File: config.mk
export PLATFORM = sky130hd
export DESIGN_NAME = imu_dead_reckoning_integrator
export DESIGN_NICKNAME = d
export VERILOG_FILES = /design/src/rtl/imu_dr_pkg.sv /design/src/rtl/imu_dead_reckoning_integrator.sv
export SDC_FILE = /design/constraint.sdc
export NUM_CORES = 2
export LEC_CHECK = 0
export BUFFER_PORTS_ARGS = -buffer_cell sky130_fd_sc_hd__buf_4
export CORE_UTILIZATION = 25
export DETAILED_ROUTE_END_ITERATION = 8
export PLACE_DENSITY_LB_ADDON = 0.1
export SYNTH_ARGS = -nofsm -noshare
export SYNTH_HDL_FRONTEND = slang
export SYNTH_SLANG_ARGS = --single-unit
File: constraint.sdc
create_clock -name i_clk -period 53.6 [get_ports i_clk]
set_input_delay 5.36 -clock i_clk [delete_from_list [all_inputs] [get_ports i_clk]]
set_output_delay 5.36 -clock i_clk [all_outputs]
set_load 0.05 [all_outputs]
File: src/rtl/imu_dr_pkg.sv
package imu_dr_pkg;

    localparam int ACC_W     = 32;
    localparam int DT_W      = 20;
    localparam int STATE_W   = 64;
    localparam int PROD_W    = 84;
    localparam int REM_W     = 28;
    localparam int CNT_W     = 7;
    localparam int CFG_ADDR_W = 3;
    localparam int CFG_DATA_W = 32;
    localparam int IN_TDATA_W  = 120;
    localparam int OUT_TDATA_W = 384;

    // Register indexes of the configuration port.
    localparam logic [CFG_ADDR_W-1:0] CFG_ACCEL_DB  = 3'd0;
    localparam logic [CFG_ADDR_W-1:0] CFG_VEL_DB    = 3'd1;
    localparam logic [CFG_ADDR_W-1:0] CFG_ZERO_LIM  = 3'd2;
    localparam logic [CFG_ADDR_W-1:0] CFG_WARMUP    = 3'd3;
    localparam logic [CFG_ADDR_W-1:0] CFG_NET_LIM   = 3'd4;

    localparam logic [30:0] RST_ACCEL_DB = 31'd1311;
    localparam logic [31:0] RST_VEL_DB   = 32'd429497;
    localparam logic [7:0]  RST_ZERO_LIM = 8'd3;
    localparam logic [15:0] RST_WARMUP   = 16'd100;
    localparam logic [30:0] RST_NET_LIM  = 31'd65536;

    // Divisors: dv = a*dt*1024/15625, vt = v*dt/1e6, at = a*dt*dt*8/244140625.
    localparam logic [REM_W-1:0] DIV_DV = 28'd15625;
    localparam logic [REM_W-1:0] DIV_VT = 28'd1000000;
    localparam logic [REM_W-1:0] DIV_AT = 28'd244140625;

    localparam logic [CNT_W-1:0] STEPS_DT  = 7'd20;
    localparam logic [CNT_W-1:0] STEPS_SQ  = 7'd32;
    localparam logic [CNT_W-1:0] STEPS_DIV = 7'd84;

    localparam logic [63:0] MAG_CAP = 64'h8000_0000_0000_0000;
    localparam logic [63:0] POS_MAX = 64'h7FFF_FFFF_FFFF_FFFF;

endpackage

File: src/rtl/imu_dead_reckoning_integrator.sv
// Processing: an accepted transaction runs four 32-step squarings, then per axis a 20-step
// multiply by dt and an 84-step restoring division for the velocity term and for the v*dt
// term, and two 20-step multiplies and one division for the dt^2 term, all on one bit-serial
// multiply/divide unit.
// A new item is not taken until the last one is through; the next item is taken while a result waits.
// Reset (synchronous, active low) clears the track, counters and output valid and loads the
// register defaults.
module imu_dead_reckoning_integrator (
    input  logic                                  i_clk,
    input  logic                                  i_rst_n,
    input  logic                                  i_s_tvalid,
    output logic                                  o_s_tready,
    // acc_x, acc_y, acc_z, dt_us, zero fill
    input  logic [imu_dr_pkg::IN_TDATA_W-1:0]     i_s_tdata,
    output logic                                  o_m_tvalid,
    input  logic                                  i_m_tready,
    // pos_x, pos_y, pos_z, vel_x, vel_y, vel_z
    output logic [imu_dr_pkg::OUT_TDATA_W-1:0]    o_m_tdata,
    // reset_fired
    output logic                                  o_m_tuser,
    input  logic                                  i_cfg_we,
    input  logic [imu_dr_pkg::CFG_ADDR_W-1:0]     i_cfg_addr,
    input  logic [imu_dr_pkg::CFG_DATA_W-1:0]     i_cfg_wdata
);
    import imu_dr_pkg::*;

    typedef enum logic [2:0] {S_IDLE, S_LOAD, S_MUL, S_DIV, S_ACC, S_OUT} t_state;
    typedef enum logic [2:0] {OP_SQ, OP_DV, OP_VT, OP_AT1, OP_AT2} t_op;

    t_state r_state;
    t_op    r_op;
    logic [1:0]        r_ax;
    logic [CNT_W-1:0]  r_cnt;
    logic [PROD_W-1:0] r_mx, r_prod, r_dvd;
    logic [31:0]       r_my;
    logic [REM_W-1:0]  r_rem;
    logic [63:0]       r_quo, r_mag, r_sum;
    logic              r_ovf, r_neg, r_fired;

    logic [30:0] r_adb, r_nlim;
    logic [31:0] r_vdb;
    logic [7:0]  r_zlim;
    logic [15:0] r_warm, r_sc;
    logic [DT_W-1:0] r_dt;

    logic signed [63:0] r_vel [3];
    logic signed [63:0] r_pos [3];
    logic [7:0]         r_zc  [3];
    logic [31:0]        r_am  [3];
    logic               r_aneg [3];

    // Deadband and zero-count handling, applied in the accept cycle.
    logic [31:0]        n_am   [3];
    logic               n_aneg [3];
    logic [7:0]         n_zc   [3];
    logic signed [63:0] n_vel  [3];

    always_comb begin
        for (int i = 0; i < 3; i++) begin
            logic [31:0]        a;
            logic signed [32:0] ax, db;
            logic signed [63:0] vdb;
            logic               a_small, v_small, zclr;
            logic [7:0]         zinc;
            a = i_s_tdata[32*i +: 32];
            ax = $signed({a[31], a});
            db = $signed({2'b00, r_adb});
            vdb = $signed({32'd0, r_vdb});
            a_small = (ax < db) && (ax > -db);
            v_small = (r_vel[i] < vdb) && (r_vel[i] > -vdb);
            zinc = (a_small && r_zc[i] != 8'hFF) ? r_zc[i] + 8'd1 : r_zc[i];
            zclr = zinc >= r_zlim;
            n_zc[i] = zclr ? 8'd0 : zinc;
            n_vel[i] = (v_small || zclr) ? 64'sd0 : r_vel[i];
            n_am[i] = a_small ? 32'd0 : (a[31] ? (~a + 32'd1) : a);
            n_aneg[i] = !a_small && a[31];
        end
    end

    logic accept;
    assign accept = i_s_tvalid && o_s_tready;
    assign o_s_tready = (r_state == S_IDLE);

    logic [31:0] sq_val;
    always_comb begin
        case (r_ax)
            2'd0:    sq_val = r_am[0];
            2'd1:    sq_val = r_am[1];
            2'd2:    sq_val = r_am[2];
            default: sq_val = {1'b0, r_nlim};
        endcase
    end

    logic [REM_W-1:0] d_sel;
    always_comb begin
        case (r_op)
            OP_DV:   d_sel = DIV_DV;
            OP_VT:   d_sel = DIV_VT;
            default: d_sel = DIV_AT;
        endcase
    end

    // One restoring division step.
    logic [REM_W:0]   rem_sh;
    logic             q_bit;
    logic [REM_W-1:0] rem_nx;
    assign rem_sh = {r_rem, r_dvd[PROD_W-1]};
    assign q_bit  = rem_sh >= {1'b0, d_sel};
    assign rem_nx = q_bit ? REM_W'(rem_sh - {1'b0, d_sel}) : rem_sh[REM_W-1:0];

    // Round half up and clamp the magnitude to 2^63 (2^63-1 for a positive term).
    logic        rnd, big;
    logic [64:0] q_rnd;
    logic [63:0] mag_u, mag_fin;
    assign rnd   = {r_rem, 1'b0} >= {1'b0, d_sel};
    assign q_rnd = {1'b0, r_quo} + {64'd0, rnd};
    assign big   = r_ovf || (q_rnd > {1'b0, MAG_CAP});
    assign mag_u = big ? MAG_CAP : q_rnd[63:0];
    assign mag_fin = (!r_neg && mag_u[63]) ? POS_MAX : mag_u;

    // Saturating accumulate of the signed term.
    logic signed [63:0] acc_base, acc_sat;
    logic signed [65:0] acc_sum;
    assign acc_base = (r_op == OP_DV) ? r_vel[r_ax] : r_pos[r_ax];
    assign acc_sum  = r_neg ? ({{2{acc_base[63]}}, acc_base} - $signed({2'b00, r_mag}))
                            : ({{2{acc_base[63]}}, acc_base} + $signed({2'b00, r_mag}));
    always_comb begin
        if (acc_sum > $signed({2'b00, POS_MAX}))
            acc_sat = $signed(POS_MAX);
        else if (acc_sum < $signed({2'b11, MAG_CAP}))
            acc_sat = $signed(MAG_CAP);
        else
            acc_sat = acc_sum[63:0];
    end

    logic [63:0] vel_abs;
    assign vel_abs = r_vel[r_ax][63] ? (~r_vel[r_ax] + 64'd1) : r_vel[r_ax];

    always_ff @(posedge i_clk) begin
        if (!i_rst_n) begin
            r_state <= S_IDLE;
            r_op <= OP_SQ;
            r_ax <= 2'd0;
            r_cnt <= '0;
            o_m_tvalid <= 1'b0;
            r_adb <= RST_ACCEL_DB;
            r_vdb <= RST_VEL_DB;
            r_zlim <= RST_ZERO_LIM;
            r_warm <= RST_WARMUP;
            r_nlim <= RST_NET_LIM;
            r_sc <= '0;
            for (int i = 0; i < 3; i++) begin
                r_vel[i] <= '0;
                r_pos[i] <= '0;
                r_zc[i] <= '0;
            end
        end else begin
            if (i_cfg_we) begin
                case (i_cfg_addr)
                    CFG_ACCEL_DB: r_adb <= i_cfg_wdata[30:0];
                    CFG_VEL_DB:   r_vdb <= i_cfg_wdata;
                    CFG_ZERO_LIM: r_zlim <= i_cfg_wdata[7:0];
                    CFG_WARMUP:   r_warm <= i_cfg_wdata[15:0];
                    CFG_NET_LIM:  r_nlim <= i_cfg_wdata[30:0];
                    default: ;
                endcase
            end

            // In S_OUT the output register is handled by the state itself.
            if (o_m_tvalid && i_m_tready && r_state != S_OUT)
                o_m_tvalid <= 1'b0;

            case (r_state)
                S_IDLE: begin
                    if (accept) begin
                        r_dt <= i_s_tdata[96 +: DT_W];
                        for (int i = 0; i < 3; i++) begin
                            r_am[i] <= n_am[i];
                            r_aneg[i] <= n_aneg[i];
                            r_zc[i] <= n_zc[i];
                            r_vel[i] <= n_vel[i];
                        end
                        if (r_sc != 16'hFFFF)
                            r_sc <= r_sc + 16'd1;
                        r_fired <= 1'b0;
                        r_sum <= '0;
                        r_ax <= 2'd0;
                        r_op <= OP_SQ;
                        r_state <= S_LOAD;
                    end
                end
                S_LOAD: begin
                    r_prod <= '0;
                    r_cnt <= (r_op == OP_SQ) ? STEPS_SQ : STEPS_DT;
                    r_my <= (r_op == OP_SQ) ? sq_val : {12'd0, r_dt};
                    case (r_op)
                        OP_SQ:   r_mx <= {52'd0, sq_val};
                        OP_VT:   r_mx <= {20'd0, vel_abs};
                        default: r_mx <= {52'd0, r_am[r_ax]};
                    endcase
                    r_neg <= (r_op == OP_VT) ? r_vel[r_ax][63] : r_aneg[r_ax];
                    r_state <= S_MUL;
                end
                S_MUL: begin
                    if (r_cnt != '0) begin
                        if (r_my[0])
                            r_prod <= r_prod + r_mx;
                        r_mx <= {r_mx[PROD_W-2:0], 1'b0};
                        r_my <= {1'b0, r_my[31:1]};
                        r_cnt <= r_cnt - 1'b1;
                    end else begin
                        case (r_op)
                            OP_SQ: begin
                                if (r_ax == 2'd3) begin
                                    // Net acceleration check after warm-up.
                                    if (r_sum > r_prod[63:0] && r_sc > r_warm) begin
                                        for (int i = 0; i < 3; i++) begin
                                            r_vel[i] <= '0;
                                            r_pos[i] <= '0;
                                        end
                                        r_sc <= '0;
                                        r_fired <= 1'b1;
                                    end
                                    r_ax <= 2'd0;
                                    r_op <= OP_DV;
                                end else begin
                                    r_sum <= r_sum + r_prod[63:0];
                                    r_ax <= r_ax + 2'd1;
                                end
                                r_state <= S_LOAD;
                            end
                            OP_AT1: begin
                                r_mx <= r_prod;
                                r_my <= {12'd0, r_dt};
                                r_prod <= '0;
                                r_cnt <= STEPS_DT;
                                r_op <= OP_AT2;
                            end
                            default: begin
                                case (r_op)
                                    OP_DV:   r_dvd <= {r_prod[PROD_W-11:0], 10'd0};
                                    OP_AT2:  r_dvd <= {r_prod[PROD_W-4:0], 3'd0};
                                    default: r_dvd <= r_prod;
                                endcase
                                r_rem <= '0;
                                r_quo <= '0;
                                r_ovf <= 1'b0;
                                r_cnt <= STEPS_DIV;
                                r_state <= S_DIV;
                            end
                        endcase
                    end
                end
                S_DIV: begin
                    if (r_cnt != '0) begin
                        r_rem <= rem_nx;
                        r_quo <= {r_quo[62:0], q_bit};
                        r_ovf <= r_ovf | r_quo[63];
                        r_dvd <= {r_dvd[PROD_W-2:0], 1'b0};
                        r_cnt <= r_cnt - 1'b1;
                    end else begin
                        r_mag <= mag_fin;
                        r_state <= S_ACC;
                    end
                end
                S_ACC: begin
                    if (r_op == OP_DV)
                        r_vel[r_ax] <= acc_sat;
                    else
                        r_pos[r_ax] <= acc_sat;
                    case (r_op)
                        OP_DV: begin
                            r_op <= OP_VT;
                            r_state <= S_LOAD;
                        end
                        OP_VT: begin
                            r_op <= OP_AT1;
                            r_state <= S_LOAD;
                        end
                        default: begin
                            if (r_ax == 2'd2) begin
                                r_state <= S_OUT;
                            end else begin
                                r_ax <= r_ax + 2'd1;
                                r_op <= OP_DV;
                                r_state <= S_LOAD;
                            end
                        end
                    endcase
                end
                S_OUT: begin
                    if (!o_m_tvalid || i_m_tready) begin
                        o_m_tdata <= {r_vel[2], r_vel[1], r_vel[0],
                                      r_pos[2], r_pos[1], r_pos[0]};
                        o_m_tuser <= r_fired;
                        o_m_tvalid <= 1'b1;
                        r_state <= S_IDLE;
                    end
                end
                default: r_state <= S_IDLE;
            endcase
        end
    end

endmodule

# Yosys cells after proc, flatten, opt, wreduce, memory -nomap -nowiden
# Memory sizes are Yosys's and may differ from the RTL's. A register that Yosys moved wholly into a read port is not among the register bits.
# Index checks and enable logic that the tools add are counted.
# word_totals
ff_bits	1062
mem_count	5
in_bits	160
out_inout_bits	387
ram_bits	507
# op_classes
n_lt_le_gt_ge	22
add_sub_neg	18
n_eq_ne	41
bitwise_logic	18
n_reduce_logical	60
mux	148
# memory_table
name	words	word_bits	rd	rd_ports_with_merged_regs	wr	line	text
r_pos	3	64	4	4	3	imu_dead_reckoning_integrator.sv:47	logic signed [63:0] r_pos [3];
r_vel	3	64	4	1	3	imu_dead_reckoning_integrator.sv:46	logic signed [63:0] r_vel [3];
r_am	3	32	4	1	3	imu_dead_reckoning_integrator.sv:49	logic [31:0] r_am [3];
r_zc	3	8	3	0	3	imu_dead_reckoning_integrator.sv:48	logic [7:0] r_zc [3];
r_aneg	3	1	1	1	3	imu_dead_reckoning_integrator.sv:50	logic r_aneg [3];
# ops
cell	count
64-bit 2-to-1 mux	26
84-bit 2-to-1 mux	8
84-bit one-hot mux with 2 select lines	4
64-bit one-hot mux with 2 select lines	3
32-bit 2-to-1 mux	9
64-bit > comparator	4
64-bit by 33-bit < comparator with 1-bit output	3
64-bit OR reduction	2
28-bit 2-to-1 mux	4
28-bit one-hot mux with 2 select lines	2
32-bit by 33-bit > comparator with 1-bit output	3
32-bit by 1-bit adder with 32-bit output (second input constant)	3
32-bit < comparator	3
16-bit 2-to-1 mux	6
32-bit NOT	3
32-bit one-hot mux with 3 select lines	1
84-bit adder	1
8-bit 2-to-1 mux	9
64-bit by 65-bit adder with 66-bit output	1
66-bit by 64-bit > comparator with 1-bit output (second input constant)	1
66-bit by 64-bit < comparator with 1-bit output (second input constant)	1
66-bit 2-to-1 mux	1
64-bit by 65-bit subtractor with 66-bit output	1
64-bit by 1-bit adder with 65-bit output	1
56 further kinds	207

# Longest topological paths before layout
# logic_depth
word_depth	11
mapped_depth	33
ltp_nobuf	33

# Worst setup path after synthesis
# Ideal clock, no wire load.
# synth_path
kind	input port to flip-flop
start	input port i_rst_n
end	register o_m_tdata[0] in the netlist's numbering (read register of r_pos), enable pin
arrival_ns	21.882
required_ns	52.460
path_buffers	2
stages	4
slack_ns	30.579
setup_time_ns	1.140
path_cell_list	clkbuf_1 clkbuf_1 nand2_1 nor2_1
# synth_via
elab_chain_cells	1
# synth_rtl
item	line	text
start: declaration	imu_dead_reckoning_integrator.sv:10	input logic i_rst_n,
3-bit AND reduction (no source line)	--	
end: declaration	imu_dead_reckoning_integrator.sv:18	output logic [imu_dr_pkg::OUT_TDATA_W-1:0] o_m_tdata,
# No other way between the ends.
# A chain may end at the register's enable or synchronous reset.

==> results.md <==
- The final instance area is between 0.1 and 0.15 mm^2.
- The number of global-route vias before repair is between 80000 and 90000.
- The net switching component of the power is 0.00144 W.
- The core utilization of the finished layout is 29.4%.
- Summed over all instances, the cell type with the most area after synthesis is sky130_fd_sc_hd__edfxtp_1.
- Summing every instance area after synthesis gives roughly 0.1 mm^2.
- The number of buffers on the longest clock path is 4.
- The die is 640 um wide.
- The initial utilization of the core area, before any placement, comes to between 20% and 30%.
- The data required time of the critical path is about 54 ns.
- The most critical setup path has its endpoint at r_vel[0][61].
- The post-synthesis cell type count is between 90 and 100.
- At the pin with the least slew margin, the transition time is 1.23 ns.
- Combinational logic burns between 20% and 30% of the power.
- Once routing completed, OpenROAD measured the worst setup slack at 41.64 ns.
- The largest vdd supply drop is around 0.000029 V.
- In this run the biggest area consumer among cell types represents between 40% and 50% of the synthesized area.
- After detailed routing, the total wire length is 430000 um.
- In this run, synthesis inferred around 1500 flip-flops with an integrated enable.
- The post-CTS setup-driven buffer insertion count is 0.
- The number of endpoints failing setup at the final stage is 0.
- After layout, the design draws a total of 0.00419 W.
- The total negative setup slack is 0 ns.
- The final critical path takes up roughly 22% of the cycle.
- The number of antenna violations at the first check in global routing came to 25.
- The post-synth net total is 10700.
- The number of gates given a new drive strength after cts is 0.
- The proportion of layout cells with a drive suffix above 1 is ~12%.
- The dominant register cell in the synthesized netlist is sky130_fd_sc_hd__edfxtp_1.
- Across the whole layout, storage elements account for roughly 0.050 mm^2.
- For this run, the detailed router's first-pass iteration total came to 8.
- The detailed router finished its first iteration with a little under 7000 violations.
- The slowest cell on the critical path is sky130_fd_sc_hd__a221oi_1.
- STA classifies the critical path endpoint as a register.
- Summing the areas of all compound-gate instances in the mapped netlist gives 15.5% of the synthesized area.
- The class of the most critical setup path is in2reg.
- The CTS H-tree depth is 4.
- In the final routing, the length of wire on met1 measures about 200000 um.
- The highest clock frequency the design can meet is 83.6 MHz.
- The synthesized netlist cell count is ~10000.
- The flow ran to the end, and the final reports show no timing, DRC or antenna violations.
- By area, the combinational part of the netlist is dominated by compound AO/OA/AOI/OAI gates.
- The number of slew-limit violations in the final report is 0.
- Together, buffers and inverters on the worst path number 3.
- Setup repair after global routing left no endpoint under its margin.
- The total overflow reported by the global router is 0.
- The xor and xnor area share after synthesis is ~4.9%.
- The fraction of the mapped netlist area in simple logic gates is 13.8%.
- The portion of the post-synthesis area used by sequential elements is roughly half.
- The root cell of the clock tree is sky130_fd_sc_hd__clkbuf_16.
- The layout has between 40000 and 50000 filler cells.
- Sorting the synthesized cells by area gives the leading types as sky130_fd_sc_hd__edfxtp_1 (46%), sky130_fd_sc_hd__ha_1 (10%), sky130_fd_sc_hd__o21ai_0 (4.1%).
- The multi-input combinational cells in the finished layout cover a total of between 0.04 and 0.05 mm^2.
- After detailed placement, the total cell area comes to roughly 0.11 mm^2.
- The routed length on met2 is 201000 um.
- The number of buffers inserted for hold repair after clock tree synthesis is 0.
- The multiplexer share of the synthesized area is under 10%.
- Using the TritonRoute via totals, the vias-per-cell ratio works out to roughly 5.1.
- For this run, design rule violations remaining after detail routing come to 0.
- The row count is roughly 230.
- Of the total power, registers draw about 40%.
- The worst setup slack after placement is 40.59 ns.
- In this run switching power makes up 34.4% of total power.
- The first-pass GRT wire length is 607000 um.
- The ratio of total power to cell area is approximately 35 mW/mm^2.
- The adder and majority gate portion of the synthesized area is about 10%.
- The final route contains roughly 81000 vias.
- The count of input and output buffers is ~540.
- The post-synthesis to final-layout area growth is 17.1%.
- In this run, synthesis produced a sequential element count of 1699.
- Measured along the y axis, the die boundary spans roughly 640 um.
- Broken down by cell family, the worst path's largest delay share belongs to compound AO/OA/AOI/OAI gates.
- The most common library cell in the layout ignoring fill and taps is sky130_fd_sc_hd__edfxtp_1.
- The leakage power summed over all cells is 45.1 nW.
- Clock latency on the worst-skew pair, taken at its later pin, is 0.95 ns.
- The share of flip-flops with an asynchronous set or reset is 0%.
- The top layer reached by signal wires is met5.
- The total number of clock tree sinks is 1699.
- The number of failing hold endpoints at the final stage came to 0.
- The worst reg2reg path endpoint is r_pos[2][55].
- In the layout the commonest cells are sky130_fd_sc_hd__edfxtp_1 (1547), sky130_fd_sc_hd__nand2_1 (934), sky130_fd_sc_hd__o21ai_0 (841).
- The wire length on met3 is 20500 um.
- The maximum number of pins on one net before global-route repair is roughly 160.
- The clock network accounts for a little over a third of the total power.
- The largest fanout on the critical path is 53.
- Routability-driven placement finished with a final weighted congestion of a little under 0.9.
- In this run the standard cell core region covers 0.406 mm^2.
- The path class of the tightest hold or removal check is reg2reg.
- The number of routed nets with antenna violations is 0.
- The critical path crosses 28 cells after its start point.
- The overall track demand over capacity in global routing is 20.3%.
- The Yosys step of the flow raised 0 warnings.
- In this run the count of I/O pins placed on the die edge is approximately 550.
- The number of clock buffers added by TritonCTS is between 200 and 250.
- The net count of the finished layout is ~11000.
- The worst setup path is launched from an input pin.
- The critical path's largest stage delay is 0.67 ns.
- After detailed routing, the average wire length per cell comes to 27.3 um.
- For the worst flop-to-flop path, the logic depth is 24.
- The most critical setup path has its startpoint at i_s_tdata[3].
- Cell internal power was estimated by the tool at around 0.0028 W.
- The clock transition at the register clock pins on the worst setup and hold paths after CTS is 0.06 ns.
- STA puts the critical path data arrival time at approximately 12 ns.
- Across all register-to-register paths, the minimum setup slack is approximately 43 ns.
- The worst reg2reg path startpoint is r_mag[17].
- The HPWL reported at the end of detailed placement is 323000 um.
- The floorplan step defined a die boundary enclosing between 0.4 and 0.5 mm^2.
- The per-instance average area after synthesis is 10.5 um^2.
- The tool flagged a number of max-cap violations equal to 0.
- The clock period minus worst slack is roughly 12 ns.
- The final worst clock skew is approximately 0.12 ns.
- Headroom to the max-slew limit came out at between 10% and 20%.
- TritonCTS built the clock tree.
## kinds of logic (layout without fill, tap and decap cells)
group	Yosys count	count (layout)
adder cells (fa/ha/maj)	825	825
AO/OA/AOI/OAI	2599	2599
multiplexers	241	241
flip-flops	1699	1699
buffers and inverters	825	1404
other	0	9
XOR/XNOR	570	570
AND/OR/NAND/NOR	2963	2963
## power by group through the flow
stage	logic (W)	clock network, W	registers [W]
3_3_place_gp	0.00104	0	0.00170
3_5_place_dp	0.00104	0	0.00170
2_1_floorplan	0.000648	0	0.00165
4_1_cts	0.00105	0.00152	0.00168
5_1_grt	0.00114	0.00156	0.00168
6_report	0.00104	0.00148	0.00168
## how the worst min path moves through the flow
stage	slack, ns	to	startpoint	cells past startpoint
final	0.42	o_m_tdata[89]	r_pos[1][25]	0
after global routing	0.42	o_m_tuser	r_fired	0
after CTS	0.42	o_m_tdata[89]	r_pos[1][25]	0
after detailed placement	0.40	o_m_tuser	r_fired	0
after global placement	0.40	o_m_tuser	r_fired	0
after floorplan	0.40	o_m_tuser	r_fired	0
## final cells by class
class | instances | share of cell area [%]
multi-input cells | 7198 | 41.5
inverters | 315 | 0.996
clock inverters | 121 | 0.936
repair buffers | 690 | 4.39
diodes | 9 | 0.0189
flip-flops and latches | 1699 | 41.5
clock buffers | 278 | 4.93
well taps | 5428 | 5.70
## per-layer routing
metal | GRT usage (%) | up-vias
met5 | 0 | -
met4 | 4.57 | 4
met3 | 2.40 | 411
met2 | 33.6 | 2227
met1 | 28.3 | 40900
li1 | - | 37300
## cells in the mapped netlist (30+ instances only)
cell,number
sky130_fd_sc_hd__o31ai_1,63
sky130_fd_sc_hd__and2_1,30
sky130_fd_sc_hd__nor2b_1,110
sky130_fd_sc_hd__buf_1,53
sky130_fd_sc_hd__nor2_1,829
sky130_fd_sc_hd__mux2i_1,108
sky130_fd_sc_hd__xnor2_1,326
sky130_fd_sc_hd__a31oi_1,113
sky130_fd_sc_hd__a22oi_1,77
sky130_fd_sc_hd__clkbuf_1,406
sky130_fd_sc_hd__a211oi_1,42
sky130_fd_sc_hd__inv_1,314
sky130_fd_sc_hd__o211ai_1,69
sky130_fd_sc_hd__a21oi_1,739
sky130_fd_sc_hd__nor4_1,120
sky130_fd_sc_hd__and3_1,142
sky130_fd_sc_hd__o22ai_1,36
sky130_fd_sc_hd__nand3_1,144
sky130_fd_sc_hd__xor2_1,241
sky130_fd_sc_hd__nor3_1,126
sky130_fd_sc_hd__nand2b_1,97
sky130_fd_sc_hd__or3_1,79
sky130_fd_sc_hd__o21a_1,54
sky130_fd_sc_hd__edfxtp_1,1547
sky130_fd_sc_hd__a222oi_1,32
sky130_fd_sc_hd__dfxtp_1,152
sky130_fd_sc_hd__o21ai_0,844
sky130_fd_sc_hd__a21o_1,216
sky130_fd_sc_hd__or4_1,34
sky130_fd_sc_hd__nand2_1,938
sky130_fd_sc_hd__o21bai_1,69
sky130_fd_sc_hd__ha_1,822
sky130_fd_sc_hd__nand4_1,200
sky130_fd_sc_hd__mux4_2,126
## sequential cells by signal, indices dropped and copies added (netlist names), 20 cells and up, named ones only
register   count
o_m_tdata    384
r_adb         31
r_am          96
r_dt          20
r_dvd         84
r_mag         64
r_mx          84
r_my          32
r_nlim        31
r_pos        256
r_prod        84
r_quo         64
r_rem         28
r_sum         64
r_vdb         32
r_vel        256
r_zc          24
## metrics by stage
| step | std cells | hold slack (ns) |
|---|---|---|
| global route | 15700 | 0.423 |
| floorplan | 9722 | 0.400 |
| finish | 15700 | 0.416 |
| detailed placement | 15300 | 0.405 |
| CTS | 15700 | 0.417 |
| global placement | 15300 | 0.402 |
(Power assumes the default switching activity.)
